[config.mk]
export PLATFORM = sky130hd
export DESIGN_NAME = abt_cmp
export DESIGN_NICKNAME = d
export VERILOG_FILES = /design/src/hdl/abt_pkg.sv /design/src/hdl/abt_cmp.sv
export SDC_FILE = /design/constraint.sdc
export NUM_CORES = 1
export LEC_CHECK = 0
export ABC_AREA = 1
export BUFFER_PORTS_ARGS = -buffer_cell sky130_fd_sc_hd__buf_2
export CAP_MARGIN = 20
export CORE_AREA = 2 2 137 139
export DETAILED_ROUTE_END_ITERATION = 6
export DIE_AREA = 0 0 139 141
export PLACE_DENSITY = 0.53
export SETUP_SLACK_MARGIN = 0.4
export SLEW_MARGIN = 20
export SYNTH_ARGS = -nofsm -noshare
export SYNTH_HDL_FRONTEND = slang
export SYNTH_SLANG_ARGS = --single-unit
[constraint.sdc]
create_clock -name vclk -period 1.5
set_input_delay 0.075 -clock vclk [all_inputs]
set_output_delay 0.075 -clock vclk [all_outputs]
set_load 0.05 [all_outputs]
[src/hdl/abt_pkg.sv]
// Package for the expiring address ban table: widths, codes and shared types.
// Used by abt_cmp and expiring_address_ban_table; depends on nothing.
package abt_pkg;

   localparam int ENTRIES_DEF   = 64;
   localparam int TIME_BITS_DEF = 48;

   localparam int KEY_W     = 64;
   localparam int ACT_W     = 2;
   localparam int TIME_IN_W = 48;
   localparam int DUR_W     = 32;
   localparam int STAT_W    = 3;
   localparam int CNT_W     = 7;
   localparam int MODE_W    = 2;

   localparam logic [CNT_W-1:0] CNT_MAX = 7'd127;

   // Request payload: addr_high, addr_low, current_time, new_action, duration.
   localparam int REQ_DATA_W = 216;
   // Result payload: found, action_out, status, removed_count.
   localparam int RSP_DATA_W = 16;

   typedef enum logic [MODE_W-1:0] {
      MODE_LOOKUP = 2'd0,
      MODE_SET    = 2'd1,
      MODE_SWEEP  = 2'd2,
      MODE_NOP    = 2'd3
   } mode_type;

   typedef enum logic [STAT_W-1:0] {
      STAT_NONE     = 3'd0,
      STAT_INSERTED = 3'd1,
      STAT_UPDATED  = 3'd2,
      STAT_REMOVED  = 3'd3,
      STAT_FULL     = 3'd4
   } status_type;

   typedef enum logic [2:0] {
      ST_IDLE,
      ST_SCAN,
      ST_TAIL,
      ST_COMMIT,
      ST_RESP
   } state_type;

   typedef struct packed {
      logic key_eq;
      logic expired;
   } cmp_res_type;

   typedef struct packed {
      logic ready;
      logic scan;
      logic commit;
      logic resp_load;
   } ctrl_type;

endpackage

[src/hdl/abt_cmp.sv]
// Shared compare unit: key equality and expiry test for one table row.
// Depends on abt_pkg.
module abt_cmp #(
   parameter int TIME_BITS = abt_pkg::TIME_BITS_DEF
) (
   input  logic [abt_pkg::KEY_W-1:0] row_key_hi,
   input  logic [abt_pkg::KEY_W-1:0] row_key_lo,
   input  logic [TIME_BITS-1:0]      row_expiry,
   input  logic [abt_pkg::KEY_W-1:0] req_key_hi,
   input  logic [abt_pkg::KEY_W-1:0] req_key_lo,
   input  logic [TIME_BITS-1:0]      now,
   output abt_pkg::cmp_res_type      res
);

   always_comb begin
      res.key_eq  = (row_key_hi == req_key_hi) && (row_key_lo == req_key_lo);
      // An entry is stale once its expiry has been reached.
      res.expired = (row_expiry <= now);
   end

endmodule

==> results of run 1 <==
worst min-delay path: cells and delay by family:
family / cells / cell delay, ns
buf+inv: 2 / 0.23
simple gates: 9 / 0.42
cells in the final DEF (no fill, tap or decap), drive strengths merged:
cell type,instances
o21a,2
nor2,145
xor2,92
buf,355
clkinv,1
o21ai,3
nand4,4
ha,48
a21o,2
nand2,152
a21oi,20
nand3,5
nor3,3
inv,111
nor3b,1
worst max path at each step:
stage                       start      to  depth (start not counted)
after global placement    now[45]  res[0]                         11
after global routing      now[47]  res[0]                         12
final                     now[47]  res[0]                         12
after floorplan           now[45]  res[0]                         10
after CTS                 now[47]  res[0]                         12
after detailed placement  now[45]  res[0]                         11
Yosys cell counts (2+ instances only):
cell type | number | share of area (%)
o21ai_1 | 2 | 0.32
nor2_2 | 2 | 0.39
nand2_1 | 151 | 18
a21oi_1 | 20 | 3.2
nand4_1 | 4 | 0.79
inv_2 | 6 | 0.71
xor2_1 | 92 | 25
nand3_1 | 5 | 0.79
a21o_1 | 2 | 0.47
inv_1 | 105 | 12
nor3_1 | 3 | 0.47
ha_1 | 48 | 19
nor2_1 | 143 | 17
what timing repair did:
item / CTS / global route
gates resized for setup: 41 / 22
setup endpoints to repair: 2 / 2
pin swaps: 18 / 16
setup buffers: 1 / 0
final cells by class:
class                           instances  area (sq um)  share of cell area (%)
Multi-Input combinational cell        477          3060                    54.3
Inverter                              112           440                    7.81
Tap cell                              234           293                    5.19
Timing Repair Buffer                  355          1850                    32.7
cells by family after synthesis:
family | share of synthesized area, %
AOI/OAI and AO/OA | 4.61
xor gates and xnor gates | 25.4
adders and majority gates | 18.9
buffers and inverters | 13.2
and+or+nand+nor | 37.8
layer usage:
layer  vias up  GRT usage (%)  wire (um)
li1       2460              -          -
met1      1808           14.5       5180
met2       167           22.3       6550
met3         4           1.22        718
met4         0          0.266         33
met5         -              0          0
through the flow:
stage,cell area [sq um],cells,setup TNS (ns)
2_1_floorplan,3270,589,0
3_3_place_gp,5330,1177,-0.0765
3_5_place_dp,5330,1177,-0.0777
4_1_cts,5530,1178,0
5_1_grt,5640,1178,0
6_report,5640,1178,0
power groups by stage:
stage	Combinational [mW]	Clock [mW]	Sequential, mW
2_1_floorplan	0.613	0	0
3_3_place_gp	1.25	0	0
3_5_place_dp	1.27	0	0
4_1_cts	1.34	0	0
5_1_grt	1.55	0	0
6_report	1.36	0	0
==> metrics.txt, run 1 <==
status=complete, no violations; Setup crit end kind=output pin; gr ovfl total=0; Filler cells=2,080; Slew Viols, Final=0; Final Hold Viols=0; final worst slack=0.0843 ns; Layout Nets=1,346; Switching Power=641 uW; RSZ-0062 raised after global routing=yes; Area Growth Syn to Fin=77.8%; combinational share of power=100.0%; Sequential Area=0 sq um; syn_nets=989; top cell family by delay on the critical path=simple AND/OR/NAND/NOR gates; CP dominant cell by count=nand2_4; syn_area_per_cell=5.39 sq um; total power draw=1.36 mW; Max-slew headroom=78.4%; via count=4,439; count of cell types in the netlist=19; I/O pin count=354; Post-DP HPWL=11,600 um; number of port buffers=354; final period utilization=94.4%; post-route ant nets=0; DR DRC count=0; Placement Setup Slack=-0.0777 ns; DIE WIDTH=139 um; min-delay src=row_key_hi[30]; # setup viols final=0; Seq cells=0; Core Box Area=0.0183 sq mm; gpl congestion=0.783; sequential share of power=0%; via/cell ratio=3.77; Worst Hold Depth=11; initial antenna violation count=0; # hold bufs at CTS=0; Yosys Warn Count=0; Max Cap Viol=0; Worst-Margin Slew=0.324 ns; Max Freq=0.706 GHz; startpoint types=primary input; critical path class=primary input to output pin; Post-Synthesis Cell Area=0.00317 sq mm; Sw Share=47.2%; clock group share of total power=0%; Max Fanout on Critical Path=2; Final min period=1.42 ns; Data required, critical path=1.42 ns; Hold WC Path Type=primary input to output pin; Crit path buffers/inverters=3; Crit path largest cell delay=0.26 ns; die area=0.0196 sq mm; total number of placement rows=50; largest net degree at the start of global routing=4; layout cells sized above 1=44.6%; Mapped Cells=589; hold worst-path end=res[1]; vias in the first global route=4,245; # clk buffers=0; internal power=718 uW; final core utilization=30.9%; antenna cell count=0; IR drop worst, VDD=94.0 uV; global-route wire length before repair=18,800 um; Seq/Total Area, Yosys=0%; Pwr Density=241 mW/mm^2; CP arrival=1.34 ns; GRT Total Usage=11.5%; Pre-antenna DRT Iters=4; static leakage=3.47 nW; DRT Wirelength=12,500 um; slowest CP cell=ha_4; Cell Chain, Critical Path=buf_6 -> inv_4 -> ha_4 -> nand2_4 -> nor2_4 -> nor3b_4 -> nand2_2 -> nor2_2 -> nand2_1 -> nand3_2 -> nand2_4 -> buf_8; Initial Util=17.4%; die height=141 um; Starting DRT DRC Count=107; worst hold slack=0.794 ns; per-cell routed wire length=10.6 um
Power figures use the tool's default switching activity.
==> run 2: changes to the inputs <==
- clock period: 1.5 -> 1.35 ns (I/O delays scaled with it)
==> run 2 against run 1 <==
Largest power group unchanged. Die area is the same. Wire length shrank 1.3%. Hold slack gained 0.0066 ns. Power grew 11%. The run now ends with negative setup slack left. Critical endpoint unchanged. Flip-flop and latch count is the same. Critical path depth is the same. Final area is essentially flat. Largest cell class unchanged. Core utilization is essentially flat. Global-route usage shrank 0.21 points.
==> metrics.txt, run 2 (synthesis gave the netlist of run 1 again) <==
CP arrival=1.32 ns (-0.02 ns); # hold bufs at CTS=0 (unchanged); GRT Total Usage=11.3% (-0.21 points); gpl congestion=0.784 (+0.15%); Max-slew headroom=77.7% (-0.69 points); Seq cells=0 (unchanged); Hold WC Path Type=primary input to output pin; final period utilization=103%; # clk buffers=0 (unchanged); via/cell ratio=3.81 (+1.1%); Worst-Margin Slew=0.334 ns (+0.0104 ns); I/O pin count=354 (unchanged); total power draw=1.50 mW (+11%); Cell Chain, Critical Path=buf_6 -> inv_4 -> ha_4 -> nand2_4 -> nor2_4 -> nor3b_4 -> nand2_1 -> nor2_2 -> nand2_1 -> nand3_2 -> nand2_4 -> buf_8; global-route wire length before repair=18,400 um (-2.4%); critical path class=primary input to output pin; area of the multi-input gates=0.00303 sq mm (-1.2%); Final min period=1.39 ns; leading cell types in the layout, fill and taps excluded=buf_2, nand2_1, nor2_1, inv_1, xor2_1; Final Instance Area=0.00564 sq mm (about the same); Max Freq=0.721 GHz; Sum Neg Setup Slack=-0.0368 ns (-0.0368 ns); Data required, critical path=1.28 ns (-0.14 ns); Sequential Area=0 sq um (unchanged); status=complete, but fails checks; die height=141 um (unchanged); Max Cap Viol=0 (unchanged); final worst slack=-0.0368 ns (-0.121 ns); IR drop worst, VDD=102 uV (+8.9%); Pwr Density=267 mW/mm^2 (+11%); Post-DP HPWL=11,600 um (+0.11%); Starting DRT DRC Count=102 (-4.7%); layout cells sized above 1=44.2% (-0.42 points); worst hold slack=0.801 ns (+0.00660 ns); total number of placement rows=50 (unchanged); Final Hold Viols=0 (unchanged); Pre-antenna DRT Iters=4 (unchanged); per-cell routed wire length=10.5 um (-1.3%); Filler cells=2,067 (-0.63%); DIE WIDTH=139 um (unchanged); # setup viols final=1 (+1); most common cell after layout, fill and taps aside=buf_2; die area=0.0196 sq mm (unchanged); post-route ant nets=0 (unchanged); DRT Wirelength=12,300 um (-1.3%); Non-Filler Instances=1,178 (unchanged); static leakage=3.47 nW (-0.20%); failing checks=negative setup slack; Crit path buffers/inverters=3 (unchanged); Area Growth Syn to Fin=77.6% (about the same); number of port buffers=354 (unchanged); slowest CP cell=ha_4; Setup crit end kind=output pin; Initial Util=17.4% (unchanged); RSZ-0062 raised after global routing=yes; gr ovfl total=0 (unchanged); initial antenna violation count=0 (unchanged); startpoint types=primary input; Layout Nets=1,346 (unchanged); Max Fanout on Critical Path=2 (unchanged); Core Box Area=0.0183 sq mm (unchanged); largest net degree at the start of global routing=4 (unchanged); DR DRC count=0 (unchanged); Placement Setup Slack=-0.212 ns (-0.134 ns); final core utilization=30.8% (about the same); Slew Viols, Final=0 (unchanged); Crit path largest cell delay=0.27 ns (about the same); Placed Area=0.00534 sq mm (+0.14%); via count=4,488 (+1.1%); top cell family by delay on the critical path=simple AND/OR/NAND/NOR gates; vias in the first global route=4,091 (-3.6%); Placed Instances=1,178 (+0.085%); antenna cell count=0 (unchanged)
[run 2: timing repair]
item,in CTS,in global routing
setup endpoints to repair,2,2
pin swaps,27,11
buffers inserted,0,0
resized for setup,48,15
[run 2: cell type report]
cell class                 count  area share, %
inverter                     112           7.82
multi-input combinational    477           53.7
tap                          234           5.20
timing repair buffer         355           33.3
[run 2: metal layers]
metal	up-vias	routed length, um	global-route usage [%]
met5	-	0	0
met4	0	0	0
met3	0	746	1.32
met2	163	6510	22.1
met1	1869	5060	14.2
li1	2456	-	-
[run 2: tightest hold or removal path: stages]
cell	delay, ns
buf_2	0.09
nand2_1	0.04
nand2_1	0.05
nor3_1	0.04
nand2_1	0.05
nor2_1	0.03
nand2_1	0.04
nor2_1	0.04
nand2_2	0.10
nor2_4	0.04
buf_8	0.14
[run 2: final timing paths]
kind	from	endpoint	slack [ns]	cells after the start
setup / recovery	now[47]	res[0]	-0.04	12
hold / removal	row_key_hi[2]	res[1]	0.80	11
[run 2: power by group]
group          total (mW)  switching, mW  internal (mW)
clock                   0              0              0
sequential              0              0              0
combinational        1.50          0.702          0.800
