--- src/hdl/abt_ram.sv ---
// Generic single-port-write, single-port-read RAM with a registered read.
// Depends on nothing; holds the table rows of the ban table.
module abt_ram #(
   parameter int WIDTH = 8,
   parameter int DEPTH = 64
) (
   input  logic                     clock,
   input  logic                     wr_en,
   input  logic [$clog2(DEPTH)-1:0] wr_addr,
   input  logic [WIDTH-1:0]         wr_data,
   input  logic                     rd_en,
   input  logic [$clog2(DEPTH)-1:0] rd_addr,
   output logic [WIDTH-1:0]         rd_data
);

   logic [WIDTH-1:0] mem [DEPTH];

   always_ff @(posedge clock) begin
      if (wr_en) begin
         mem[wr_addr] <= wr_data;
      end
      if (rd_en) begin
         rd_data <= mem[rd_addr];
      end
   end

endmodule

--- config.mk ---
export PLATFORM = sky130hd
export DESIGN_NAME = abt_ram
export DESIGN_NICKNAME = d
export VERILOG_FILES = /design/src/hdl/abt_ram.sv
export SDC_FILE = /design/constraint.sdc
export NUM_CORES = 1
export LEC_CHECK = 0
export ABC_CLOCK_PERIOD_IN_PS = 3030
export BUFFER_PORTS_ARGS = -buffer_cell sky130_fd_sc_hd__buf_2
export CAP_MARGIN = 20
export CORE_ASPECT_RATIO = 1.2
export CORE_MARGIN = 4
export CORE_UTILIZATION = 49
export DETAILED_ROUTE_END_ITERATION = 6
export PLACE_DENSITY = 0.65
export SETUP_SLACK_MARGIN = 0.2
export SKIP_CTS_REPAIR_TIMING = 1
export SLEW_MARGIN = 20
export SYNTH_ARGS = -nofsm -noshare
export SYNTH_HDL_FRONTEND = slang
export SYNTH_SLANG_ARGS = --single-unit
--- constraint.sdc ---
create_clock -name clock -period 3.03 [get_ports clock]
set_input_delay 0.4545 -clock clock [delete_from_list [all_inputs] [get_ports clock]]
set_output_delay 0.4545 -clock clock [all_outputs]
set_load 0.05 [all_outputs]
==> results.md, run 1 <==
- Arrival time worst endpoint: 2520 ps
- Syn_area_per_cell: 21.5 µm²
- ANT cells: 0
- Status: complete, no violations
- Sequential power share: between 50 and 60%
- H-tree level count: 2
- Layout Nets: 1107
- RSZ-0062 raised after global routing: no
- Slew HR: 43.7%
- Clock Latency Late Sink: 560 ps
- First-pass GRT wire length: between 60000 and 70000 µm
- Hold Fails Final Rpt: 0
- GP Congestion: 0.836
- Largest net degree at the start of global routing: between 60 and 70
- Cell area power density: 626 nW/µm²
- Num CTS Buffers: 47
- Initial antenna violation count: 4
- Worst Setup Start Kind: flip-flop
- Mapped Nets: just under 1000
- Worst setup margin: 803 ps
- Count of input and output buffers: 30
- Remaining Overflow, GRT: 0
- Post-synthesis sequential area ratio: about 77%
- Synthesis Warnings: 0
- Total vias in the final route: 9856
- DP Wirelength: 28900 µm
- Vias per cell: 5.94
- Setup TNS: 0 ps
- Starting Density: 49.6%
- Gr usage total: roughly 20%
- EDFF count, synth: between 500 and 600
- Share of cells above drive strength 1: 31.2%
- MaxCap Viol Count: 0
- CTS tree: yes
- Die height: 231 µm
- Die area: 44600 µm²
- Static Leak: around 0.0075 µW
- Synth Instances: 940
- Asr flop ratio synth: 0%
- Clk buf depth: 3
- Placed insts: approximately 1600
- Pre-CTS setup slack: 210 ps
- Sw Pwr: 2960 µW
- Row count: 81
- Synthesized flop and latch total: 520
- Max VDD drop: 356 µV
- P_int: 11600 µW
- Root Buffer: clkbuf_16
- Worst Path Required: 3320 ps
- Cell variety after synth: 39
- Fillers: 3003
- Cell area after synthesis: between 20000 and 25000 µm²
- Post-DRT Antenna Nets: 0
- Clk sinks: 520
- Yosys top cell by area: edfxtp_1
- Setup crit end kind: flip-flop
- Clock power share: 39.5%
- Max frequency: about 450 MHz
- Clk_skew: 14.4 ps
- Synthesis-to-layout area growth: 14.7%
- Die width: 194 µm
- Storage element area: approximately 16000 µm²
- Synth top area cells: edfxtp_1 77%, mux4_2 14%, nor2_1 1.5%
- First drt pass iteration count: 5
- Largest fanout on the critical path: 1
- Top cells by count, synth: 520 x edfxtp_1, 126 x mux4_2, 83 x nor2_1
- Fin. max-slew vios: 0
- Drc violations: 0
- Top Ports: 31
- Critical path class: reg2reg
- Final setup viols: 0
- Tmin final: 2230 ps
- Final period util: between 70% and 80%
- Post-route insts no fill: 1660
- Ys flop type: edfxtp_1
- Switching share of power: 20.4%
- Clock transition at path regs: about 70 ps
- DRC marker count from the first detailed-route iteration: approximately 900
- Final WL: between 40000 and 50000 µm
- Combinational group share of total power: 5.5%
- Number of global-route vias before repair: 10300
- Most common cell in the synthesized netlist: edfxtp_1
- Core area: ~40000 µm²
- DR WL/cell: 27.0 µm
- Area fraction of the dominant cell type after synthesis: between 70% and 80%
- Area of the multi-input gates: around 4300 µm²
- Min-delay worst type: in2reg
- Worst-Margin Slew: 845 ps
-- state kept, by name, summed over array words and instances (netlist names) --
| signal | cells |
|---|---|
| mem | 512 |
| rd_data | 8 |
-- per-stage QoR --
step | hold slack [ps] | utilization (%) | cell area (µm²) | power [µW]
finish | 253 | 56.9 | 23200 | 14500
CTS | 224 | 56.9 | 23200 | 14700
detailed placement | 821 | 53.2 | 21700 | 8960
floorplan | 553 | - | 20200 | 8600
global placement | 817 | 53.2 | 21700 | 8940
global route | 243 | 56.9 | 23200 | 15000
-- power by group through the flow --
stage               Combinational, µW  Sequential, µW  Clock, µW
floorplan                         425            8180          0
global placement                  795            8150          0
detailed placement                807            8150          0
CTS                               808            8000       5850
global route                      854            8000       6190
finish                            800            8000       5740
-- area by class of cell --
type	count	share of cell area (%)
Sequential cell	520	67.2
Timing Repair Buffer	146	4.90
Multi-Input combinational cell	369	18.6
Tap cell	539	2.90
Clock buffer	58	5.42
Clock inverter	28	0.986
-- layer usage --
| metal | up-vias | wire length, µm | global-route usage, % |
|---|---|---|---|
| met1 | 5187 | 17900 | 27.5 |
| met2 | 352 | 22200 | 33.5 |
| met5 | - | 46 | 0 |
| met3 | 83 | 3260 | 4.79 |
| met4 | 8 | 1330 | 6.40 |
| li1 | 4226 | - | - |
-- logic make-up (layout without fill, tap and decap cells) --
family | count (synthesis) | count (layout) | share of synthesized area [%]
flops | 520 | 520 | 77.1
mux | 162 | 162 | 15.9
compound gates | 54 | 54 | 2.06
buf+inv | 51 | 232 | 1.56
simple gates | 153 | 153 | 3.37
-- placed cells by master, fill, tap and decap left out, drive strengths merged, types with 3 or more instances in the layout --
cell type / instances
nor2: 83
o22ai: 8
nor3: 7
nand3b: 3
nor2b: 14
o221ai: 8
a21oi: 3
a221oi: 6
mux2: 13
nand2b: 7
clkbuf: 59
o2111ai: 3
bufinv: 4
o2bb2ai: 3
a22oi: 3
clkinv: 23
edfxtp: 520
nand2: 19
nand3: 13
mux4: 126
mux2i: 23
buf: 145
a211oi: 4
o21ai: 4
-- critical path, stage by stage, from the launching register on --
cell,delay (ps)
edfxtp_1,380
mux4_2,470
mux2_2,270
o221a_2,290
nor3_1,400
o32ai_1,140
-- worst paths after layout --
check	end	start	slack (ps)	depth (start not counted)
hold / removal	rd_data[3]$_DFFE_PP_	rd_en	250	1
setup / recovery	rd_data[6]$_DFFE_PP_	mem[16][6]$_DFFE_PP_	800	5
hold reg to reg	rd_data[3]$_DFFE_PP_	mem[34][3]$_DFFE_PP_	970	4
setup reg to reg	rd_data[6]$_DFFE_PP_	mem[16][6]$_DFFE_PP_	800	5
Power figures use the tool's default switching activity.
==> run 2, diff against run 1 <==
--- a/config.mk
+++ b/config.mk
@@ -5,7 +5,7 @@
 export SDC_FILE = /design/constraint.sdc
 export NUM_CORES = 1
 export LEC_CHECK = 0
-export ABC_CLOCK_PERIOD_IN_PS = 3030
+export ABC_CLOCK_PERIOD_IN_PS = 2150
 export BUFFER_PORTS_ARGS = -buffer_cell sky130_fd_sc_hd__buf_2
 export CAP_MARGIN = 20
 export CORE_ASPECT_RATIO = 1.2
==> constraint.sdc (replaced) <==
create_clock -name clock -period 2.15 [get_ports clock]
set_input_delay 0.3225 -clock clock [delete_from_list [all_inputs] [get_ports clock]]
set_output_delay 0.3225 -clock clock [all_outputs]
set_load 0.05 [all_outputs]
==> results.md, run 2 (synthesis results as in run 1) <==
- Status: complete, no violations (unchanged)
- Static Leak: 0.00776 µW (was 0.00745 µW)
- Starting Density: 49.6% (unchanged)
- Vias per cell: 5.86 (was 5.94)
- Gr usage total: 20.4% (about the same)
- Min-delay worst type: in2reg (unchanged)
- Hold Fails Final Rpt: 0 (unchanged)
- DRC marker count from the first detailed-route iteration: 1088 (was 901)
- Reg with most FFs: mem (unchanged)
- Sequential power share: 54.6% (was 55.0%)
- Row count: 81 (unchanged)
- Worst Setup Start Kind: flip-flop (unchanged)
- Slew HR: 52.2% (was 43.7%)
- First drt pass iteration count: 5 (unchanged)
- Worst path max stage delay: 490 ps (was 470 ps)
- Overall power: 20600 µW (was 14500 µW)
- Remaining Overflow, GRT: 0 (unchanged)
- RSZ-0062 raised after global routing: yes (was no)
- Number of global-route vias before repair: 10500 (was 10300)
- Worst reg2reg path endpoint: rd_data[6]$_DFFE_PP_ (unchanged)
- Post-DRT Antenna Nets: 0 (unchanged)
- Largest fanout on the critical path: 1 (unchanged)
- Critical path class: reg2reg (unchanged)
- Min Hold Slack: 143 ps (was 253 ps)
- First-pass GRT wire length: 68000 µm (was 67500 µm)
- Core area: 40800 µm² (unchanged)
- Critical path, cell by cell: mux4_2 -> mux2_2 -> o221a_2 -> nor3_4 -> o32ai_1 (was mux4_2 -> mux2_2 -> o221a_2 -> nor3_1 -> o32ai_1)
- Depth of the worst hold-timing path: 1 (unchanged)
- Share of cells above drive strength 1: 35.0% (was 31.2%)
- Root Buffer: clkbuf_16 (unchanged)
- Drc violations: 0 (unchanged)
- Reg2reg start: mem[16][6]$_DFFE_PP_ (unchanged)
- Worst-Margin Slew: 718 ps (was 845 ps)
- Clock Latency Late Sink: 560 ps (about the same)
- Clk buf depth: 3 (unchanged)
- Setup crit end kind: flip-flop (unchanged)
- Most frequent cells in the layout: 520 x edfxtp_1, 150 x buf_4, 126 x mux4_2 (was 520 x edfxtp_1, 126 x mux4_2, 111 x buf_4)
- Combinational group share of total power: 6.0% (was 5.5%)
- Clk_skew: 8.56 ps (was 14.4 ps)
- DP Wirelength: 29000 µm (was 28900 µm)
- Total vias in the final route: 10000 (was 9856)
- Worst setup margin: 131 ps (was 803 ps)
- Slowest library cell on the worst path: mux4_2 (unchanged)
- R2r setup slk: 130 ps (was 800 ps)
- Synthesis-to-layout area growth: 17.6% (was 14.7%)
- Setup crit end: rd_data[6]$_DFFE_PP_ (unchanged)
- Count of input and output buffers: 30 (unchanged)
- ANT cells: 0 (unchanged)
- Max VDD drop: 579 µV (was 356 µV)
- P_int: 16400 µW (was 11600 µW)
- Top Ports: 31 (unchanged)
- Tmin final: 2020 ps (was 2230 ps)
- Pre-CTS setup slack: -355 ps (was 210 ps)
- Arrival time worst endpoint: 2310 ps (was 2520 ps)
- Layout Nets: 1159 (was 1107)
- Sw Pwr: 4240 µW (was 2960 µW)
- Clk sinks: 520 (unchanged)
- Die height: 231 µm (unchanged)
- Die area: 44600 µm² (unchanged)
- Largest regs: mem (512), rd_data (8) (unchanged)
- MaxCap Viol Count: 0 (unchanged)
- Final setup viols: 0 (unchanged)
- Post-route insts no fill: 1712 (was 1660)
- GP Congestion: 0.812 (was 0.836)
- Max frequency: 495 MHz (was 449 MHz)
- Clock power share: 39.3% (was 39.5%)
- Initial antenna violation count: 2 (was 4)
- Commonest non-fill, non-tap cell in the layout: edfxtp_1 (unchanged)
- Worst R2R Path Depth: 5 (unchanged)
- CTS tree: yes (unchanged)
- Largest net degree at the start of global routing: 65 (unchanged)
- Switching share of power: 20.5% (was 20.4%)
- Cell area power density: 866 nW/µm² (was 626 nW/µm²)
- Worst Path Required: 2440 ps (was 3320 ps)
- H-tree level count: 2 (unchanged)
- Final WL: 45000 µm (was 44800 µm)
- Num CTS Buffers: 47 (unchanged)
- Fin. max-slew vios: 0 (unchanged)
- Largest register FFs: 512 (unchanged)
- Clock transition at path regs: 70 ps (about the same)
- CP startpoint: mem[16][6]$_DFFE_PP_ (unchanged)
- Final period util: 93.9% (was 73.5%)
- Die width: 194 µm (unchanged)
- Placed insts: 1626 (was 1574)
- DR WL/cell: 26.3 µm (was 27.0 µm)
run 2: cell type report:
| cell class | instances | area [µm²] |
|---|---|---|
| Clock inverter | 29 | 231 |
| Tap cell | 539 | 674 |
| Clock buffer | 57 | 1260 |
| Sequential cell | 520 | 15600 |
| Timing Repair Buffer | 198 | 1670 |
| Multi-Input combinational cell | 369 | 4370 |
| Fill cell | 2918 | 17000 |
run 2: per-stage QoR:
step                setup TNS, ps  utilization [%]  area, µm²
CTS                             0             58.2      23800
global placement            -2330             54.5      22300
finish                          0             58.3      23800
detailed placement          -2470             54.5      22300
floorplan                       0                -      20300
global route                    0             58.3      23800
run 2: per-layer routing:
layer  vias up  wire length (µm)  track usage [%]
li1       4318                 -                -
met5         -                27                0
met1      5283             18600             28.0
met2       358             22500             33.8
met3        76              2550             3.77
met4         4              1270             6.29
run 2: critical path, delay by kind of cell (launching register included):
family | cells | cell delay (ps)
muxes | 2 | 770
and+or+nand+nor | 1 | 200
AOI/OAI and AO/OA | 2 | 400
DFF | 1 | 390
run 2: worst min path at each step:
stage,from,to,slack (ps)
3_5_place_dp,rd_en,rd_data[1]$_DFFE_PP_,710
6_report,rd_en,rd_data[0]$_DFFE_PP_,140
5_1_grt,rd_en,rd_data[3]$_DFFE_PP_,120
4_1_cts,rd_en,rd_data[2]$_DFFE_PP_,120
3_3_place_gp,rd_en,rd_data[1]$_DFFE_PP_,710
2_1_floorplan,wr_data[0],mem[0][0]$_DFFE_PP_,420
run 2: power by group through the flow:
stage	clock network (µW)	registers, µW	logic, µW
2_1_floorplan	0	11500	606
3_3_place_gp	0	11500	1220
3_5_place_dp	0	11500	1240
4_1_cts	8250	11300	1240
5_1_grt	8730	11300	1320
6_report	8120	11300	1240
